`src/bmds_pkg.sv`:
```
// Shared constants and types for the 3x3 stride-2 box-mean downsampler.
// No dependencies; every other file of the block imports this package.
`default_nettype none

package bmds_pkg;

  localparam int MAX_DIM    = 1024;
  localparam int PIXEL_BITS = 8;

  localparam int ADDR_W = $clog2(MAX_DIM);   // column / row position
  localparam int CFG_W  = 11;                // image_dim register width
  localparam int IDX_W  = 9;                 // out_row / out_col width
  localparam int COL_W  = PIXEL_BITS + 2;    // sum of three pixels
  localparam int SUM_W  = PIXEL_BITS + 4;    // sum of nine pixels plus rounding

  // divide by 9 as multiply by reciprocal; exact for every sum below 2**SUM_W
  localparam int DIV_SHIFT = SUM_W + 4;
  localparam int DIV_MULT  = ((1 << DIV_SHIFT) + 8) / 9;
  localparam int MULT_W    = DIV_SHIFT - 3;
  localparam int PROD_W    = SUM_W + MULT_W;

  // raster position of one pixel plus window-completion flags
  typedef struct packed {
    logic [ADDR_W-1:0] row;
    logic [ADDR_W-1:0] col;
    logic              row_done;
    logic              col_done;
    logic              frame_last;
  } pos_t;

  // one column entry of the line buffer: row one above and row two above
  typedef struct packed {
    logic [PIXEL_BITS-1:0] one;
    logic [PIXEL_BITS-1:0] two;
  } line_t;

endpackage

`default_nettype wire

```
`src/bmds_scan.sv`:
```
// Image size register and raster position counters.
// Depends on bmds_pkg (pos_t, ADDR_W, MAX_DIM).
`default_nettype none

module bmds_scan
  import bmds_pkg::*;
(
  input  wire logic             clk,
  input  wire logic             rst,
  input  wire logic             cfg_we,
  input  wire logic [CFG_W-1:0] cfg_data,
  input  wire logic             advance,
  output pos_t                  pos
);

  logic [ADDR_W:0]   dim;
  logic [ADDR_W:0]   dim_next;
  logic [ADDR_W-1:0] dim_m1;
  logic [ADDR_W-1:0] row;
  logic [ADDR_W-1:0] col;
  logic              last_row;
  logic              last_col;

  // zero is taken as 1, anything above the line buffer depth as the depth
  always_comb begin
    if (cfg_data == '0) begin
      dim_next = (ADDR_W+1)'(1);
    end else if (32'(cfg_data) > 32'(MAX_DIM)) begin
      dim_next = (ADDR_W+1)'(MAX_DIM);
    end else begin
      dim_next = (ADDR_W+1)'(cfg_data);
    end
  end

  assign dim_m1   = ADDR_W'(dim - (ADDR_W+1)'(1));
  assign last_row = (row == dim_m1);
  assign last_col = (col == dim_m1);

  always_ff @(posedge clk) begin
    if (rst) begin
      dim <= (ADDR_W+1)'(MAX_DIM);
      row <= '0;
      col <= '0;
    end else if (cfg_we) begin
      // new size restarts the frame
      dim <= dim_next;
      row <= '0;
      col <= '0;
    end else if (advance) begin
      if (last_col) begin
        col <= '0;
        row <= last_row ? '0 : row + ADDR_W'(1);
      end else begin
        col <= col + ADDR_W'(1);
      end
    end
  end

  always_comb begin
    pos.row        = row;
    pos.col        = col;
    pos.row_done   = row[0] | last_row;
    pos.col_done   = col[0] | last_col;
    pos.frame_last = last_row & last_col;
  end

  a_row_in_range: assert property (@(posedge clk) disable iff (rst) row <= dim_m1)
    else $error("row counter beyond image size");
  a_col_in_range: assert property (@(posedge clk) disable iff (rst) col <= dim_m1)
    else $error("column counter beyond image size");
  a_cfg_restart: assert property (@(posedge clk) disable iff (rst)
      cfg_we |=> (row == '0 && col == '0))
    else $error("size write did not restart the frame");

endmodule

`default_nettype wire

```
`config.mk`:
```
export PLATFORM = sky130hd
export DESIGN_NAME = bmds_scan
export DESIGN_NICKNAME = d
export VERILOG_FILES = /design/src/bmds_pkg.sv /design/src/bmds_scan.sv
export SDC_FILE = /design/constraint.sdc
export NUM_CORES = 1
export LEC_CHECK = 0
export BUFFER_PORTS_ARGS = -buffer_cell sky130_fd_sc_hd__buf_2
export CAP_MARGIN = 30
export CELL_PAD_IN_SITES_DETAIL_PLACEMENT = 1
export CELL_PAD_IN_SITES_GLOBAL_PLACEMENT = 1
export CORE_MARGIN = 2
export CORE_UTILIZATION = 41
export DETAILED_ROUTE_END_ITERATION = 10
export GPL_ROUTABILITY_DRIVEN = 1
export PLACE_DENSITY_LB_ADDON = 0.1
export SYNTH_ARGS = -nofsm -noshare
export SYNTH_HDL_FRONTEND = slang
export SYNTH_SLANG_ARGS = --single-unit
```
`constraint.sdc`:
```
create_clock -name clk -period 3.5 [get_ports clk]
set_clock_uncertainty 0.2 [all_clocks]
set_input_delay 0.35 -clock clk [delete_from_list [all_inputs] [get_ports clk]]
set_output_delay 0.35 -clock clk [all_outputs]
set_load 0.02 [all_outputs]
```
==> results.toml <==
[run_status]
status = "completed"

[cts]
root_buffer = "clkbuf_8"
cts_tree = "yes"
clock_latency_ns = 0.29
clk_pin_slew_worst_paths_ns = 0.07
cts_buffers = 5
htreeDepth = 2
ctsLongestPathBuffers = 2
clock-sinks = 30

[synth]
ys.flop_type = "dfxtp_1"
yosys_warnings = 0
ys_types = 52
syn-num-nets = 250
async_flop_share_pct = 0
ys_ff_latch = 30
synthCells = 232
syn_area_sq_um = 2010
synth_enable_flop_cells = 0
postSynthAreaPerCell_sq_um = 8.66
ys_seq_area_share_pct = 29.9

[floorplanning]
rows = 25
die_x_um = 74.0
die_h_um = 74.0
io-pin-count = 38
fp.dieArea_sq_um = 5470
core_area_sq_um = 4720
initial_core_util_pct = 42.5

[global_routing]
antenna_found_initial = 0
overflow = 0
grt_pass1_vias = 1791
grt_first_pass_wirelength_um = 8870
grt_max_degree = 11
grt_use_total_pct = 21.5

[drt]
vias_per_cell = 5.49
wl_per_cell_um = 16.1
num_vias = 1843
firstDrtPassIters = 4
drt_iter0_drc = 56
finalWirelength_um = 5420
route.detailed.drc = 0
antenna_left = 0

[worst_setup_path]
crit_path_end = "pos[1]"
r2r-end = "row[4]"
worstSetupEndpointType = "output pin"
path_class = "reg2out"
crit_start = "dim[0]"
ff2ff_setup_slack_ns = 0.38
critPathRequiredTime_ns = 2.95
worstPathArrival_ns = 2.82
critPathLaunchType = "flop"
reg2reg_depth = 9
reg2reg_from = "dim[0]"
critPathMaxFanout = 7

[finish]
final_nets = 286
drive_gt1_share_pct = 24.9
finalNonFillerCells = 336
multi_input_area_sq_um = 1320
antenna_cells = 0
seqCellArea_sq_um = 602
n_fill_cell = 568
area_growth_pct = 17.8

[job]
maxCapViolCount = 0

[power_and_ir_drop]
peakVddDrop_v = 0.000207
powerDensity_nw_per_um2 = 349
p_leak_uw = 0.000983

[placed_design]
dp_cells = 327
hpwl_um = 4150
portBuffers = 37
gp_routability_congestion = 0.799
place_ws_ns = 0.284

[sta]
hold_viol = 0
finalCritPeriodShare_pct = 96.4
setup_tns_ns = 0
setup_viol = 0
rsz0062_at_grt = "no"
slew_viol_final = 0
fmax_mhz = 296
tightest_slew_ns = 0.568
max_slew_margin_pct = 62.2
min_period_ns = 3.37
setup_slack_ns = 0.127

[min_path]
worstHoldPathCells = 3
min_path_type = "in2reg"
[Yosys cell counts (5+ instances only)]
master	instances	share of area (%)
a22o_1	9	3.9
xor2_1	15	6.5
dfxtp_1	30	30
inv_1	5	0.93
xnor2_1	12	5.2
nand2b_1	7	2.2
nand2_1	16	3.0
o21ai_0	9	2.2
o31ai_1	6	2.2
nand4_1	6	1.9
a21oi_1	8	2.0
clkbuf_1	10	1.9
nor2_1	18	3.4
nand3_1	12	3.0
[worst min path at each step]
stage	from	end	slack (ns)
6_report	cfg_data[4]	dim[4]	0.08
3_5_place_dp	dim[1]	dim[1]	0.34
3_3_place_gp	col[9]	col[9]	0.33
2_1_floorplan	rst	dim[8]	0.22
4_1_cts	cfg_data[4]	dim[4]	0.08
5_1_grt	cfg_data[2]	dim[2]	0.08
[per-stage QoR]
stage	hold slack (ns)	power [uW]	utilization (%)	area, sq um
global route	0.0849	864	50.1	2370
finish	0.0809	826	50.1	2370
global placement	0.327	495	47.5	2240
detailed placement	0.338	496	47.5	2240
CTS	0.0757	832	49.9	2350
floorplan	0.219	458	-	2010
[sequential cells by signal, summed over array words and instances, names as in the netlist]
register and count:
col 10, dim 10, row 10
[per-layer routing]
metal  part of all wire [%]  track usage [%]  up-vias  routed length [um]
met5                      0                0        -                   0
met4                    1.4             7.88        0                  74
met3                    4.6             4.47        8                 250
met2                     46             33.5       37                2510
met1                     48             29.6      884                2590
li1                       -                -      914                   -
[critical path: stages, from the launching register on]
cell and delay, ns:
dfxtp_2 0.36, inv_1 0.07, ha_2 0.22, or3b_4 0.42, or3_4 0.41, a2111oi_4 0.35, o211ai_2 0.15, nand2b_4 0.20
or2b_1 0.19, buf_2 0.16
[cells in the final DEF (no fill, tap or decap), drive strengths merged, types with 3 or more instances in the layout]
cell type  synthesis  routed
or2                3       3
o21ai             10      10
nor2              18      18
nand3             12      12
xnor2             12      12
nand2b             8       8
clkbuf            10       8
nor4               4       4
nor3               3       3
and4               3       3
nand2             16      16
a211oi             4       4
nand3b             4       4
a21o               3       3
nand4              6       6
and3               3       3
o31ai              6       6
buf                4      43
xor2              15      15
a21oi              9       9
and2               3       3
nor3b              3       3
ha                 3       3
dfxtp             30      30
inv                6       6
a22o               9       9
[cell families after synthesis]
| family | share of synthesized area, % |
|---|---|
| multiplexers | 0.997 |
| buffers and inverters | 4.61 |
| AO/OA/AOI/OAI | 19.5 |
| AND/OR/NAND/NOR | 27.4 |
| adder cells (fa/ha/maj) | 2.37 |
| XOR/XNOR | 15.2 |
| flip-flops | 29.9 |
[layout make-up]
class | instances | area share, %
Clock buffer | 8 | 4.65
Timing Repair Buffer | 43 | 9.73
Tap cell | 67 | 3.54
Inverter | 6 | 0.952
Multi-Input combinational cell | 182 | 55.7
Sequential cell | 30 | 25.4
[repair_timing]
action                     4_1_cts  5_1_grt
setup endpoints to repair        0        2
resized for setup                0        2
hold buffers                     0        0
setup buffers                    0        1
[power by group]
part | total (uW) | internal [uW] | switching (uW)
clock | 337 | 199 | 139
combinational | 130 | 60.6 | 69.0
sequential | 359 | 347 | 12.3
Note: power is estimated with default switching activity, not from simulation.
